**src/rtl/pebq_ram.sv**
```systemverilog
// Generic single-write, single-read RAM with registered read data.
// Holds the queue entries; no dependencies.
module pebq_ram #(
  parameter int WIDTH   = 8,
  parameter int DEPTH_P = 16
) (
  input  logic                                         clk,
  input  logic                                         we,
  input  logic [((DEPTH_P > 1) ? $clog2(DEPTH_P) : 1)-1:0] waddr,
  input  logic [WIDTH-1:0]                             wdata,
  input  logic [((DEPTH_P > 1) ? $clog2(DEPTH_P) : 1)-1:0] raddr,
  output logic [WIDTH-1:0]                             rdata
);

  logic [WIDTH-1:0] mem [DEPTH_P];

  always_ff @(posedge clk) begin
    if (we) begin
      mem[waddr] <= wdata;
    end
    rdata <= mem[raddr];
  end

endmodule

```
**config.mk**
```make
export PLATFORM = sky130hd
export DESIGN_NAME = pebq_ram
export DESIGN_NICKNAME = d
export VERILOG_FILES = /design/src/rtl/pebq_ram.sv
export SDC_FILE = /design/constraint.sdc
export NUM_CORES = 1
export LEC_CHECK = 0
export ABC_AREA = 1
export BUFFER_PORTS_ARGS = -buffer_cell sky130_fd_sc_hd__buf_2
export CORE_MARGIN = 2
export CORE_UTILIZATION = 30
export CTS_BUF_LIST = sky130_fd_sc_hd__clkbuf_4 sky130_fd_sc_hd__clkbuf_8
export DETAILED_ROUTE_END_ITERATION = 10
export PLACE_DENSITY = 0.53
export REMOVE_ABC_BUFFERS = 1
export SLEW_MARGIN = 20
export SYNTH_ARGS = -nofsm -noshare
export SYNTH_HDL_FRONTEND = slang
export SYNTH_SLANG_ARGS = --single-unit
```
**constraint.sdc**
```tcl
create_clock -name clk -period 1.2 [get_ports clk]
set_input_delay 0.12 -clock clk [delete_from_list [all_inputs] [get_ports clk]]
set_output_delay 0.12 -clock clk [all_outputs]
set_load 0.1 [all_outputs]
```
# After elaboration in Yosys (flattened, before gate mapping)
# Memory sizes are Yosys's and may differ from the RTL's. A register that Yosys moved wholly into a read port is not among the register bits.
# Index checks and enable logic that the tools add are counted.
# totals
output_inout_bits	8
mem_bits_rw	128
wordCells	3
in_bits	18
regBits	0
n_memories	1
# memory_table
memory	depth	width	rd	rd_ports_with_merged_regs	write_ports	line_no	text
mem	16	8	1	1	1	15	logic [WIDTH-1:0] mem [DEPTH_P];
# op_classes
n_mux	2
# ops
cell	n
$mux W1	2

# Logic depth before layout (Yosys ltp)
# logic_depth
depth_word	2
ltp_mapped	8

# Worst setup path before layout
# OpenSTA, ideal clock, no wires.
# synth_path
path_kind	input-to-reg
start	input port waddr[2] in the netlist's numbering
end	memory mem[10][0], enable pin
path_stages	2
setup_ns	0.370
path_slack_ns	0.129
t_arrival_ns	0.701
cell_sequence	nand3b_1 > nor2_1
# synth_lines
item	line_no	text
start: declaration	9	input logic [((DEPTH_P > 1) ? $clog2(DEPTH_P) : 1)-1:0] waddr,
end: declaration	15	
# Straight into the memory's write port.

# Final worst setup path
# layout_path
start	register rdata[7] (read register of mem)
end	output port rdata[7]
# layout_lines
item	line_no	text
start: declaration	12	output logic [WIDTH-1:0] rdata
# No word-level cell between the ends.

==> impl_table.tex <==
\begin{tabular}{lr}
\hline
Metric & Value \\
\hline
\multicolumn{2}{l}{\textbf{Outcome}} \\
\quad Result of the run & finished, final reports clean \\
\multicolumn{2}{l}{\textbf{Placement}} \\
\quad Post-detailed-placement half-perimeter wirelength & 8410 um \\
\quad Routability-driven placement congestion ratio & 0.781 \\
\quad Count of buffers from port buffering & 25 \\
\quad Cell count after placement & between 800 and 900 \\
\multicolumn{2}{l}{\textbf{Die}} \\
\quad Number of core rows & 50 \\
\quad Effective utilization at floorplan & 30.7\% \\
\quad Total die area & just over 20000 sq um \\
\quad Core ar. & 18800 sq um \\
\quad DIE WIDTH & 143 um \\
\quad Die Ht & roughly 140 um \\
\quad Top-level I/O count & 26 \\
\multicolumn{2}{l}{\textbf{Synthesis}} \\
\quad Fraction of synthesis flops using an asynchronous set or reset pin & 0\% \\
\quad Number of warnings issued by yosys & 0 \\
\quad Fraction of synthesized cell area taken by the top area cell type & 66.7\% \\
\quad Leading cell types by total area after synthesis & edfxtp\_1 (67\%), nand2\_1 (11\%), nand3\_1 (8.4\%) \\
\quad Main synth FF type & edfxtp\_1 \\
\quad Compound-gate portion of the synthesized area & 0\% \\
\quad Number of register bits inferred by synthesis & 136 \\
\quad Most instantiated cells after synthesis & nand2\_1 (173), edfxtp\_1 (128), inv\_1 (100) \\
\quad Share of synthesized area spent on multiplexers & 0\% \\
\quad Area fraction in and, or, nand and nor cells after synthesis & between 20\% and 30\% \\
\quad Library cell with the largest summed area after synthesis & edfxtp\_1 \\
\quad Most frequently used cell type in the post-synthesis netlist & nand2\_1 \\
\quad Synthesized-area fraction occupied by xor and xnor cells & 0\% \\
\quad Largest family of logic cells by synthesized area & simple AND/OR/NAND/NOR gates \\
\quad Gate count of the mapped netlist & 551 \\
\quad Post-synthesis cell type count & 12 \\
\quad Netlist area before placement & 5770 sq um \\
\quad Synthesized area divided by synthesized cell count & 10.5 sq um \\
\quad Number of enable-type register cells in the synthesized netlist & 128 \\
\quad Part of the Yosys area used for sequential elements & 69.4\% \\
\quad Adder-Cell Fraction of Synth Area & 0\% \\
\multicolumn{2}{l}{\textbf{STA}} \\
\quad Crit share post-route & roughly 96\% \\
\quad Crit path time final & 1.15 ns \\
\quad Worst-case clock skew & 0.00738 ns \\
\quad Final Setup Violations & 0 \\
\quad Max-slew violation total from the final report & 0 \\
\quad Hold Vio Cnt, Final & 0 \\
\quad Aggregate negative setup slack & 0 ns \\
\quad Unrepaired setup endpoints after global routing & false \\
\quad Fmax achieved & about 870 MHz \\
\quad Transition time of the tightest slew-check pin & 0.394 ns \\
\quad Worst slew margin relative to its limit & 73.7\% \\
\multicolumn{2}{l}{\textbf{Cells and area}} \\
\quad Multi-input logic area & 1210 sq um \\
\quad Area added between synthesis and finish & 18.6\% \\
\quad Layout net count & 618 \\
\quad Post-layout instance count excluding filler cells & between 800 and 900 \\
\quad Area used by sequential logic in the layout & 4010 sq um \\
\quad Number of fill cells & 1873 \\
\quad Fraction of final layout cells with drive strength greater than 1 & 14.5\% \\
\quad Diodes inserted & 0 \\
\multicolumn{2}{l}{\textbf{Clock network}} \\
\quad Clock edge transition at the registers on the reported setup and hold paths & roughly 0.070 ns \\
\quad Buffer levels on the longest clock path & 2 \\
\quad \# clock sinks & 136 \\
\quad TritonCTS clock tree & built \\
\quad Setup Buffers After CTS & 0 \\
\quad TritonCTS Buffers & 17 \\
\quad Number of H-tree branching levels & 4 \\
\quad Clock root buffer & clkbuf\_8 \\
\quad Clk\_lat worst skew & 0.44 ns \\
\multicolumn{2}{l}{\textbf{Route}} \\
\quad Number of remaining DRC errors & 0 \\
\quad Drt total wl & 13200 um \\
\quad Violation count after the first detailed-routing iteration & about 320 \\
\quad Length of the first detailed-routing pass in iterations & 4 \\
\quad Post-DRT Antenna Nets & 0 \\
\quad Routed length per placed instance & roughly 16 um \\
\quad Average vias per placed instance & 4.42 \\
\quad Total via count in the routed design & about 3.7k \\
\multicolumn{2}{l}{\textbf{Worst setup path}} \\
\quad Cell family with the largest share of critical-path delay & flip-flops \\
\quad Cell with the largest stage delay on the worst path & dfxtp\_1 \\
\quad Cell breakdown of the critical path & buf\_4 \\
\quad Max stage delay on crit path & just over 0.3 ns \\
\quad Data arrival time of the critical path & 1.03 ns \\
\quad Critical path launch point type & flop \\
\quad Endpoint kind of the worst setup timing path & output port \\
\quad Critical setup path kind & reg -> out \\
\quad Critical Path RT & around 1.1 ns \\
\quad Combined buffer and inverter count along the critical path & 1 \\
\quad Largest fanout on the critical path & 1 \\
\multicolumn{2}{l}{\textbf{Pwr}} \\
\quad Portion of total power attributed to combinational logic & 9.3\% \\
\quad Leakage power figure & 2.95 nW \\
\quad Peak supply drop & 0.724 mV \\
\quad Cell area power density & between 1500 and 2000 nW/um\^{}2 \\
\quad Proportion of total power due to net switching & around 23\% \\
\quad Proportion of power drawn by the clock network & 39.1\% \\
\quad Net Switching & between 0.002 and 0.0025 W \\
\quad Portion of total power attributed to sequential cells & 51.6\% \\
\quad Int Power & 0.00800 W \\
\multicolumn{2}{l}{\textbf{Global routing}} \\
\quad Global Route Usage Sum & 14.0\% \\
\quad First-pass GRT wire length & 20900 um \\
\quad Number of global-route vias before repair & 3785 \\
\quad Global route total overflow & 0 \\
\quad Number of antenna violations at the first check in global routing & 0 \\
\quad Maximum number of pins on one net before global-route repair & 48 \\
\multicolumn{2}{l}{\textbf{Job}} \\
\quad Max cap viols & 0 \\
\multicolumn{2}{l}{\textbf{Worst hold path}} \\
\quad Hold Crit Class & in -> reg \\
\hline
\end{tabular}
per-stage QoR:
step	hold slack, ns	utilization [%]	power (W)	setup WS, ns	area (sq um)
after floorplan	0.219	-	0.00595	0.0995	5600
after global placement	0.474	33.8	0.00640	0.0657	6350
after detailed placement	0.471	33.8	0.00640	0.0568	6350
after CTS	0.0134	36.4	0.0105	0.00130	6830
after global routing	0.0657	36.4	0.0108	0.00377	6840
final	0.0512	36.4	0.0104	0.0504	6840
cells by family after synthesis:
family                 count (synthesis)
buffers and inverters                126
flip-flops                           136
AND/OR/NAND/NOR                      289
registers in the layout, indices dropped and copies added, names as in the netlist:
| register | cells |
|---|---|
| mem | 128 |
| rdata | 8 |
final cells by class:
cell class / instances / share of cell area [%]
well taps: 234 / 4.28
multi-input cells: 289 / 17.8
clock buffers: 24 / 4.74
repair buffers: 54 / 7.34
clock inverters: 8 / 1.68
flip-flops and latches: 136 / 58.6
inverters: 102 / 5.60
power by group through the flow:
stage	registers (W)	logic, W	clock network (W)
6_report	0.00535	0.000966	0.00406
5_1_grt	0.00536	0.00105	0.00435
3_5_place_dp	0.00545	0.000946	0
4_1_cts	0.00535	0.000975	0.00417
2_1_floorplan	0.00566	0.000287	0
3_3_place_gp	0.00545	0.000945	0
final timing paths:
kind,start,end,slack [ns],depth (start not counted)
worst max-delay path,rdata[7]$_DFF_P_,rdata[7],0.05,1
worst min-delay path,raddr[2],rdata[3]$_DFF_P_,0.05,4
worst max register to register,mem[5][6]$_DFFE_PP_,rdata[6]$_DFF_P_,0.22,6
worst min register to register,mem[12][1]$_DFFE_PP_,rdata[1]$_DFF_P_,0.68,6
repair_timing:
item | in CTS | in global routing
resized for setup | 10 | 2
pin swaps | 0 | 0
hold buffers | 1 | 0
setup endpoints to repair | 4 | 2
cloned | 0 | 0
hold endpoints to repair | 2 | 0
worst min-delay path, stage by stage:
cell	delay [ns]
buf_2	0.13
nand3_1	0.08
nand3_1	0.07
nand2_1	0.06
layer usage:
layer  part of all wire (%)  up-vias  wire (um)  GRT usage (%)
li1                       -     1867          -              -
met1                     45     1754       5980           18.6
met2                     47      115       6150           21.5
met3                    7.3        8        965           4.29
met4                   0.82        0        108           5.21
met5                      0        -          0              0
placed cells by master (no fill, tap or decap):
cell type,Yosys,layout
inv_1,100,100
nor2_1,17,17
nand3_1,97,97
clkbuf_4,0,1
clkinv_2,0,5
dfxtp_1,8,6
nand3b_1,2,2
nand2_1,173,173
buf_12,0,10
inv_2,2,2
dfxtp_2,0,2
buf_8,0,1
buf_2,13,17
buf_6,6,1
buf_4,4,24
clkbuf_8,0,23
dlygate4sd3_1,0,1
bufinv_16,0,3
edfxtp_1,128,128
Note: power is estimated with default switching activity, not from simulation.
