===== config.mk =====
export PLATFORM = sky130hd
export DESIGN_NAME = pebq_min_scan
export DESIGN_NICKNAME = d
export VERILOG_FILES = /design/src/rtl/pebq_pkg.sv /design/src/rtl/pebq_min_scan.sv
export SDC_FILE = /design/constraint.sdc
export NUM_CORES = 1
export LEC_CHECK = 0
export BUFFER_PORTS_ARGS = -buffer_cell sky130_fd_sc_hd__buf_2
export CELL_PAD_IN_SITES_DETAIL_PLACEMENT = 2
export CELL_PAD_IN_SITES_GLOBAL_PLACEMENT = 2
export CORE_ASPECT_RATIO = 0.75
export CORE_MARGIN = 2
export CORE_UTILIZATION = 27
export DETAILED_ROUTE_END_ITERATION = 10
export GPL_ROUTABILITY_DRIVEN = 0
export PLACE_DENSITY_LB_ADDON = 0.1
export SLEW_MARGIN = 20
export SYNTH_ARGS = -nofsm -noshare
export SYNTH_HDL_FRONTEND = slang
export SYNTH_SLANG_ARGS = --single-unit

===== constraint.sdc =====
create_clock -name clk -period 2.6 [get_ports clk]
set_input_delay 0.26 -clock clk [delete_from_list [all_inputs] [get_ports clk]]
set_output_delay 0.26 -clock clk [all_outputs]
set_load 0.01 [all_outputs]

===== src/rtl/pebq_pkg.sv =====
// Shared types, constants and helpers for the priority evicting bounded queue.
// Used by the minimum scan unit and the top level.
package pebq_pkg;

  localparam int DEPTH    = 1024;
  localparam int AW       = (DEPTH > 1) ? $clog2(DEPTH) : 1;
  localparam int CNTW     = $clog2(DEPTH + 1);
  localparam int SUMW     = CNTW + 1;
  localparam int CAPW     = 11;
  localparam int PRIO_W   = 8;
  localparam int TS_W     = 64;
  localparam int ENTRY_W  = PRIO_W + TS_W;
  localparam int EVICT_W  = 11;
  localparam int COUNT_W  = 11;
  localparam int CFG_AW   = 2;
  localparam int CFG_DW   = 32;

  localparam int S_TDATA_W = 80;
  localparam int S_PAD_W   = S_TDATA_W - (PRIO_W + TS_W + 1);
  localparam int M_TDATA_W = 104;
  localparam int M_PAD_W   = M_TDATA_W - (3 + PRIO_W + TS_W + EVICT_W + COUNT_W);

  localparam logic [CAPW-1:0]   CAP_RESET    = CAPW'(1000);
  localparam logic [CFG_AW-1:0] REG_CAPACITY = CFG_AW'(0);

  typedef enum logic [1:0] {
    FN_ENQUEUE = 2'd0,
    FN_TAKE    = 2'd1,
    FN_RETURN  = 2'd2
  } func_t;

  typedef enum logic [2:0] {
    ST_OK          = 3'd0,
    ST_FULL        = 3'd1,
    ST_BAD_TS      = 3'd2,
    ST_EMPTY_MSG   = 3'd3,
    ST_QUEUE_EMPTY = 3'd4,
    ST_DROPPED     = 3'd5
  } status_t;

  typedef enum logic [3:0] {
    S_IDLE,
    S_DISPATCH,
    S_CHECK,
    S_SCAN,
    S_SCAN_WAIT,
    S_CHOOSE,
    S_COMPACT,
    S_APPEND,
    S_POP,
    S_DONE
  } state_t;

  typedef struct packed {
    logic                     valid;
    logic                     first;
    logic [AW-1:0]            idx;
    logic signed [PRIO_W-1:0] prio;
  } scan_in_t;

  // Physical slot of a logical position, the ring starting at base.
  function automatic logic [AW-1:0] wrap_add(input logic [AW-1:0] base,
                                             input logic [CNTW-1:0] offs);
    logic [SUMW-1:0] sum;
    sum = SUMW'(base) + SUMW'(offs);
    if (sum >= SUMW'(DEPTH)) sum = sum - SUMW'(DEPTH);
    return AW'(sum);
  endfunction

endpackage


===== src/rtl/pebq_min_scan.sv =====
// Shared compare unit: tracks the lowest priority seen and its first position.
// Fed one entry per cycle by the sequencer; depends on pebq_pkg.
module pebq_min_scan import pebq_pkg::*; (
  input  logic                     clk,
  input  scan_in_t                 scan_in,
  output logic signed [PRIO_W-1:0] min_prio,
  output logic [AW-1:0]            min_idx
);

  // Strict less-than keeps the oldest entry among equal lowest priorities.
  always_ff @(posedge clk) begin
    if (scan_in.valid && (scan_in.first || (scan_in.prio < min_prio))) begin
      min_prio <= scan_in.prio;
      min_idx  <= scan_in.idx;
    end
  end

endmodule


* Yosys cells after proc, flatten, opt, wreduce, memory -nomap -nowiden *
Cells that the tools add are included.

cells by class
  order comparisons = 1
  reductions and logical operators = 2

operator list
  kind                 count
  $lt A8 B8 Y1         1
  $logic_and A1 B1 Y1  1
  $logic_or A1 B1 Y1   1

storage, ports and cells
  flip-flop bits (word level) = 18
  input bits = 21
  output and inout bits = 18
  word-level logic and storage cells = 5

* Depth between registers and ports, before layout *
Gate-level depths: netlist of the first run.

  depth in word-level cells = 3
  mapped depth = 6
  depth with buffers taken out = 6

* Least setup slack after synthesis of the first run *
No wires, ideal clock.

  kind = flip-flop to flip-flop
  start = reg min_prio[1]
  end = reg min_idx[0], enable pin
  library setup time = 395 ps
  arrival = 1932 ps
  required time = 2205 ps
  slack = 273 ps
  cell stages (with the launch flop) = 6
  buffers on the path = 0
  cell sequence = edfxtp_1 inv_1 ha_1 a2111oi_2 nor3_1 o21ai_1

on the way
  word-level cells in the longest chain between the ends = 3

RTL lines
  what                      RTL line             text
  start: declaration        pebq_min_scan.sv:6   output logic signed [PRIO_W-1:0] min_prio,
  start signal: assignment  pebq_min_scan.sv:13  min_prio <= scan_in.prio;
  $lt A8 B8 Y1              pebq_min_scan.sv:12  if (scan_in.valid && (scan_in.first || (scan_in.prio < min_prio))) begin
  $logic_or A1 B1 Y1        pebq_min_scan.sv:12
  $logic_and A1 B1 Y1       pebq_min_scan.sv:12
  end signal: assignment    pebq_min_scan.sv:14  min_idx <= scan_in.idx;
  end: declaration          pebq_min_scan.sv:7   output logic [AW-1:0] min_idx

Every way passes these cells.
A chain may end at the register's enable or synchronous reset.

* Final worst setup path of the first run *
  start = reg min_prio[1]
  end = reg min_idx[5], enable pin

Same word-level chain as after synthesis.

==> results of run 1 <==
-- layout by cell type (no fill, tap or decap) --
| cell | instances |
|---|---|
| a2111oi_2 | 1 |
| a21oi_1 | 1 |
| buf_2 | 38 |
| buf_4 | 2 |
| clkbuf_4 | 3 |
| clkinv_1 | 1 |
| edfxtp_1 | 18 |
| ha_1 | 7 |
| inv_1 | 8 |
| nand2b_1 | 1 |
| nand4_1 | 1 |
| nor2_1 | 2 |
| nor2b_1 | 1 |
| nor3_1 | 1 |
| o2111ai_1 | 1 |
| o21a_1 | 1 |
| o21ai_0 | 1 |
| o21ai_1 | 1 |
-- Yosys cell counts (all sizes together) --
| library cell | number | area (um2) |
|---|---|---|
| nor2 | 2 | 7.510 |
| nor2b | 1 | 6.260 |
| nand2b | 1 | 6.260 |
| edfxtp | 18 | 540.5 |
| nor3 | 1 | 5.000 |
| nand4 | 1 | 6.260 |
| a2111oi | 1 | 15.01 |
| o21a | 1 | 7.510 |
| a21oi | 1 | 5.000 |
| o21ai | 2 | 10.00 |
| ha | 7 | 87.58 |
| o2111ai | 1 | 8.760 |
| inv | 8 | 30.03 |
-- final timing paths --
check	depth (start not counted)	end	slack [ps]	startpoint
setup / recovery	6	min_idx[5]$_DFFE_PP_	770	min_prio[1]$_DFFE_PP_
hold / removal	1	min_idx[3]$_DFFE_PP_	150	scan_in[11]
setup reg to reg	6	min_idx[5]$_DFFE_PP_	770	min_prio[1]$_DFFE_PP_
hold reg to reg	5	min_prio[0]$_DFFE_PP_	1220	min_prio[0]$_DFFE_PP_
-- power by group --
part / internal [uW] / leakage, uW / switching [uW]
logic: 45.8 / 0.000275 / 55.9
registers: 349 / 0.000172 / 8.21
clock network: 55.7 / 0.0000154 / 82.0
total: 451 / 0.000463 / 146
-- final cells by class --
class                      count  area [um2]  share of cell area [%]
sequential                    18       540.5                   53.40
timing repair buffer          40       205.2                   20.27
multi-input combinational     19       165.2                   16.32
tap                           36       45.04                   4.450
inverter                       8       30.03                   2.967
clock buffer                   3       22.52                   2.225
clock inverter                 1       3.754                  0.3708
-- worst max-delay path, cell delays in order (launching register included) --
cell and delay (ps):
edfxtp_1 390, inv_1 70, ha_1 230, a2111oi_2 290, nor3_1 100, o21ai_1 200, buf_4 260
-- stage by stage --
step | utilization [%] | cell area (um2)
after global routing | 38.89 | 1012
after floorplan | - | 735.7
after CTS | 38.89 | 1012
final | 38.89 | 1012
after global placement | 37.88 | 985.9
after detailed placement | 37.88 | 985.9
-- cells by family after synthesis --
kind of cell	Yosys count	synth area share (%)
AO/OA/AOI/OAI	6	6.291
AND/OR/NAND/NOR	6	4.253
buffers and inverters	8	4.082
adder cells (fa/ha/maj)	7	11.90
flip-flops	18	73.47
-- metal layers --
layer	wire (um)	up-vias	track usage (%)
met5	0	-	0
met4	0	0	3.191
met3	129	0	5.081
met2	770	24	17.88
met1	754	247	14.62
li1	-	254	-
-- state kept, by name, summed over array words and instances (netlist names) --
signal / flops
min_prio: 8
min_idx: 10
==> reports/results.ini, run 1 <==
[run_status]
outcome = complete, no violations

[critical_path]
cp_max_fo = 14
crit_type = register to register
required_ps = 2590
critPathLaunchType = register
crit_path_end_kind = register
arrival_ps = 1830

[timing]
max_slew_margin_pct = 83.01
finalHoldViolations = 0
finalMaxSlewViolations = 0
setup_viol = 0
worst_pin_slew_ps = 254.4
fin_ws_ps = 765.1
whs_ps = 147.7
fin_setup_tns_ps = 0
finClkSkew_ps = 4.700
min_period_over_period_pct = 70.57
finalCriticalPeriod_ps = 1835
rsz0062_at_grt = no
max_freq_mhz = 545.0

[floorplan]
design.portCount = 39
die-area_um2 = 3163
num_rows = 16
die_h_um = 49.21
fp.dieW_um = 64.28
fp.coreArea_um2 = 2603
start_util_pct = 28.27

[clock_tree]
insertion_delay_ps = 290
cts_made_buffers = 3
root_buffer = clkbuf_4
cts.htree.levels = 1
cts_sinks = 18
post_cts_resized = 0
cts_hold_buf = 0
path_clk_slew_ps = 100
cts_tree = built
post_cts_buffers = 0
cts.path.max_buffers = 2

[routing]
drtIter0Drc = 14
avgViaCountPerCell = 4.200
drtAntennaViolNets = 0
drc = 0
wl_per_cell_um = 13.22
wl_um = 1653
dr.pass1.iters = 2
vias = 525

[yosys]
syn_area_um2 = 735.7
syn_inst = 45
synth.distinct_cells = 14
synth.net_count = 73
yosys_warnings = 0
ys_ff_latch = 18
syn_avg_cell_area_um2 = 16.35
ys_seq_area_share_pct = 73.47

[cells_and_area]
instances_no_fill = 125
final_nets = 118
final_layout_size_suffix_gt1_share_pct = 49.44
fillCellCount = 287
syn_to_final_growth_pct = 37.58
diodes = 0

[placement]
placed_cells = 121
dp_hpwl_um = 1429
io_buffers = 38
dp_slack_ps = 750.3

[power_and_ir_drop]
peakVddDrop_uv = 274.2
power_density_nw_per_um2 = 589.5
total_power_uw = 596.7
p_leak_uw = 0.0004628

[grt]
grt_use_total_pct = 11.52
antenna_found_initial = 0
grt_start_max_net_pins = 15
grt_pass1_vias = 536
grt_pass1_wl_um = 2628
gr-total-overflow = 0

[min_path]
worstHoldPathType = input port to register

[flow_run]
maxCapViolCount = 0

No activity file was read; power rests on OpenSTA's default activity.
==> run 2: changes to the inputs <==
==> constraint.sdc (replaced) <==
create_clock -name clk -period 1.9 [get_ports clk]
set_input_delay 0.19 -clock clk [delete_from_list [all_inputs] [get_ports clk]]
set_output_delay 0.19 -clock clk [all_outputs]
set_load 0.01 [all_outputs]
==> run 2 against run 1 <==
  * Wire length decreased by 0.30%
  * Combinational power increased by 49%
  * Global-route usage decreased by 0.63 points
  * Maximum frequency increased by 3.2%
  * Utilization increased by 0.91 points
  * Via count increased by 0.38%
  * Die area unchanged
  * Largest cell class unchanged
  * Largest power group unchanged
==> reports/results.ini, run 2 (synthesized netlist as in run 1, its figures left out) <==
[run_status]
outcome = complete, no violations

[floorplan]
die_h_um = 49.21  ; unchanged
start_util_pct = 28.27  ; unchanged
fp.dieW_um = 64.28  ; unchanged
fp.coreArea_um2 = 2603  ; unchanged
die-area_um2 = 3163  ; unchanged
design.portCount = 39  ; unchanged
num_rows = 16  ; unchanged

[flow_run]
maxCapViolCount = 0  ; unchanged

[critical_path]
crit_type = register to register
crit_path_end_kind = register
required_ps = 1920  ; -670 ps
critPathLaunchType = register
arrival_ps = 1800  ; -30 ps
cp_max_fo = 14  ; unchanged

[clock_tree]
root_buffer = clkbuf_4
cts_sinks = 18  ; unchanged
cts_made_buffers = 3  ; unchanged
insertion_delay_ps = 300  ; about the same
post_cts_buffers = 0  ; unchanged
cts_hold_buf = 0  ; unchanged
cts.htree.levels = 1  ; unchanged
cts.path.max_buffers = 2  ; unchanged
path_clk_slew_ps = 100  ; about the same
cts_tree = built
post_cts_resized = 0  ; unchanged

[timing]
worst_pin_slew_ps = 374.9  ; +120.5 ps
rsz0062_at_grt = no
finalCriticalPeriod_ps = 1777  ; -57.56 ps
max_freq_mhz = 562.6  ; +3.2%
max_slew_margin_pct = 74.74  ; -8.3 points
finalHoldViolations = 0  ; unchanged
fin_setup_tns_ps = 0  ; unchanged
setup_viol = 0  ; unchanged
min_period_over_period_pct = 93.55  ; +23 points
finClkSkew_ps = 4.033  ; -0.6676 ps
finalMaxSlewViolations = 0  ; unchanged

[routing]
dr.pass1.iters = 4  ; +2
wl_per_cell_um = 13.18  ; -0.30%
vias = 527  ; +0.38%
drc = 0  ; unchanged
wl_um = 1648  ; -0.30%
drtIter0Drc = 9  ; -5
drtAntennaViolNets = 0  ; unchanged
avgViaCountPerCell = 4.216  ; +0.38%

[grt]
grt_pass1_wl_um = 2559  ; -2.6%
grt_pass1_vias = 536  ; unchanged
grt_start_max_net_pins = 15  ; unchanged
grt_use_total_pct = 10.89  ; -0.63 points
antenna_found_initial = 0  ; unchanged
gr-total-overflow = 0  ; unchanged

[cells_and_area]
biggestRegsByFlops = min_idx: 10 flops, min_prio: 8 flops
instances_no_fill = 125  ; unchanged
diodes = 0  ; unchanged
final_layout_size_suffix_gt1_share_pct = 50.56  ; +1.1 points
top_register = min_idx
final_common_cell = buf_2
syn_to_final_growth_pct = 40.82
layout_common_cells = 38 x buf_2, 18 x edfxtp_1, 8 x inv_1, 7 x ha_1, 3 x clkbuf_4
largest_register_ffs = 10  ; unchanged
final_nets = 118  ; unchanged

[power_and_ir_drop]
power_density_nw_per_um2 = 808.7  ; +37%
p_leak_uw = 0.0004695  ; +1.4%
peakVddDrop_uv = 212.5  ; -22%

[min_path]
worstHoldPathType = input port to register

[placement]
placed_cells = 121  ; unchanged
io_buffers = 38  ; unchanged
dp_hpwl_um = 1395  ; -2.4%

==> run 2: layout make-up <==
type                            instances  area (um2)
Clock buffer                            3       22.52
Clock inverter                          1       3.754
Fill cell                             278        1567
Inverter                                8       30.03
Multi-Input combinational cell         19       176.4
Sequential cell                        18       540.5
Tap cell                               36       45.04
Timing Repair Buffer                   40       217.7
==> run 2: power breakdown <==
| group | switching [uW] | internal, uW |
|---|---|---|
| registers | 11.0 | 478 |
| logic | 81.1 | 71.1 |
| clock network | 120 | 76.5 |
==> run 2: worst paths after layout <==
path / depth (start not counted) / slack [ps] / start / to
worst max register to register: 6 / 120 / min_prio[1]$_DFFE_PP_ / min_idx[5]$_DFFE_PP_
worst min register to register: 6 / 1220 / min_prio[6]$_DFFE_PP_ / min_idx[9]$_DFFE_PP_
worst min-delay path: 1 / 60 / scan_in[17] / min_idx[9]$_DFFE_PP_
worst max-delay path: 6 / 120 / min_prio[1]$_DFFE_PP_ / min_idx[5]$_DFFE_PP_
==> run 2: per-stage QoR <==
stage                     cell area, um2  hold slack, ps  util [%]  setup WS (ps)  power [uW]
final                               1036           61.79     39.81          122.6       837.8
after global routing                1036           48.86     39.81          1.370       883.8
after CTS                           1036           53.70     39.81          100.2       852.7
after detailed placement            1010           371.9     38.80          111.4       654.4
after global placement              1010           367.8     38.80          202.1       646.9
after floorplan                    747.0           288.9         -          47.14       568.1
==> run 2: worst max-delay path: stages, from the launching register on <==
cell and delay, ps:
edfxtp_1 400, inv_1 70, ha_1 230, a2111oi_2 330
nor3_1 130, o21ai_4 180, buf_12 170
==> run 2: routing by layer <==
| layer | track usage (%) | vias to the layer above | routed length [um] |
|---|---|---|---|
| met3 | 5.081 | 2 | 164 |
| met5 | 0 | - | 0 |
| met2 | 16.67 | 27 | 744 |
| met1 | 13.32 | 246 | 722 |
| li1 | - | 252 | - |
| met4 | 4.255 | 0 | 16 |
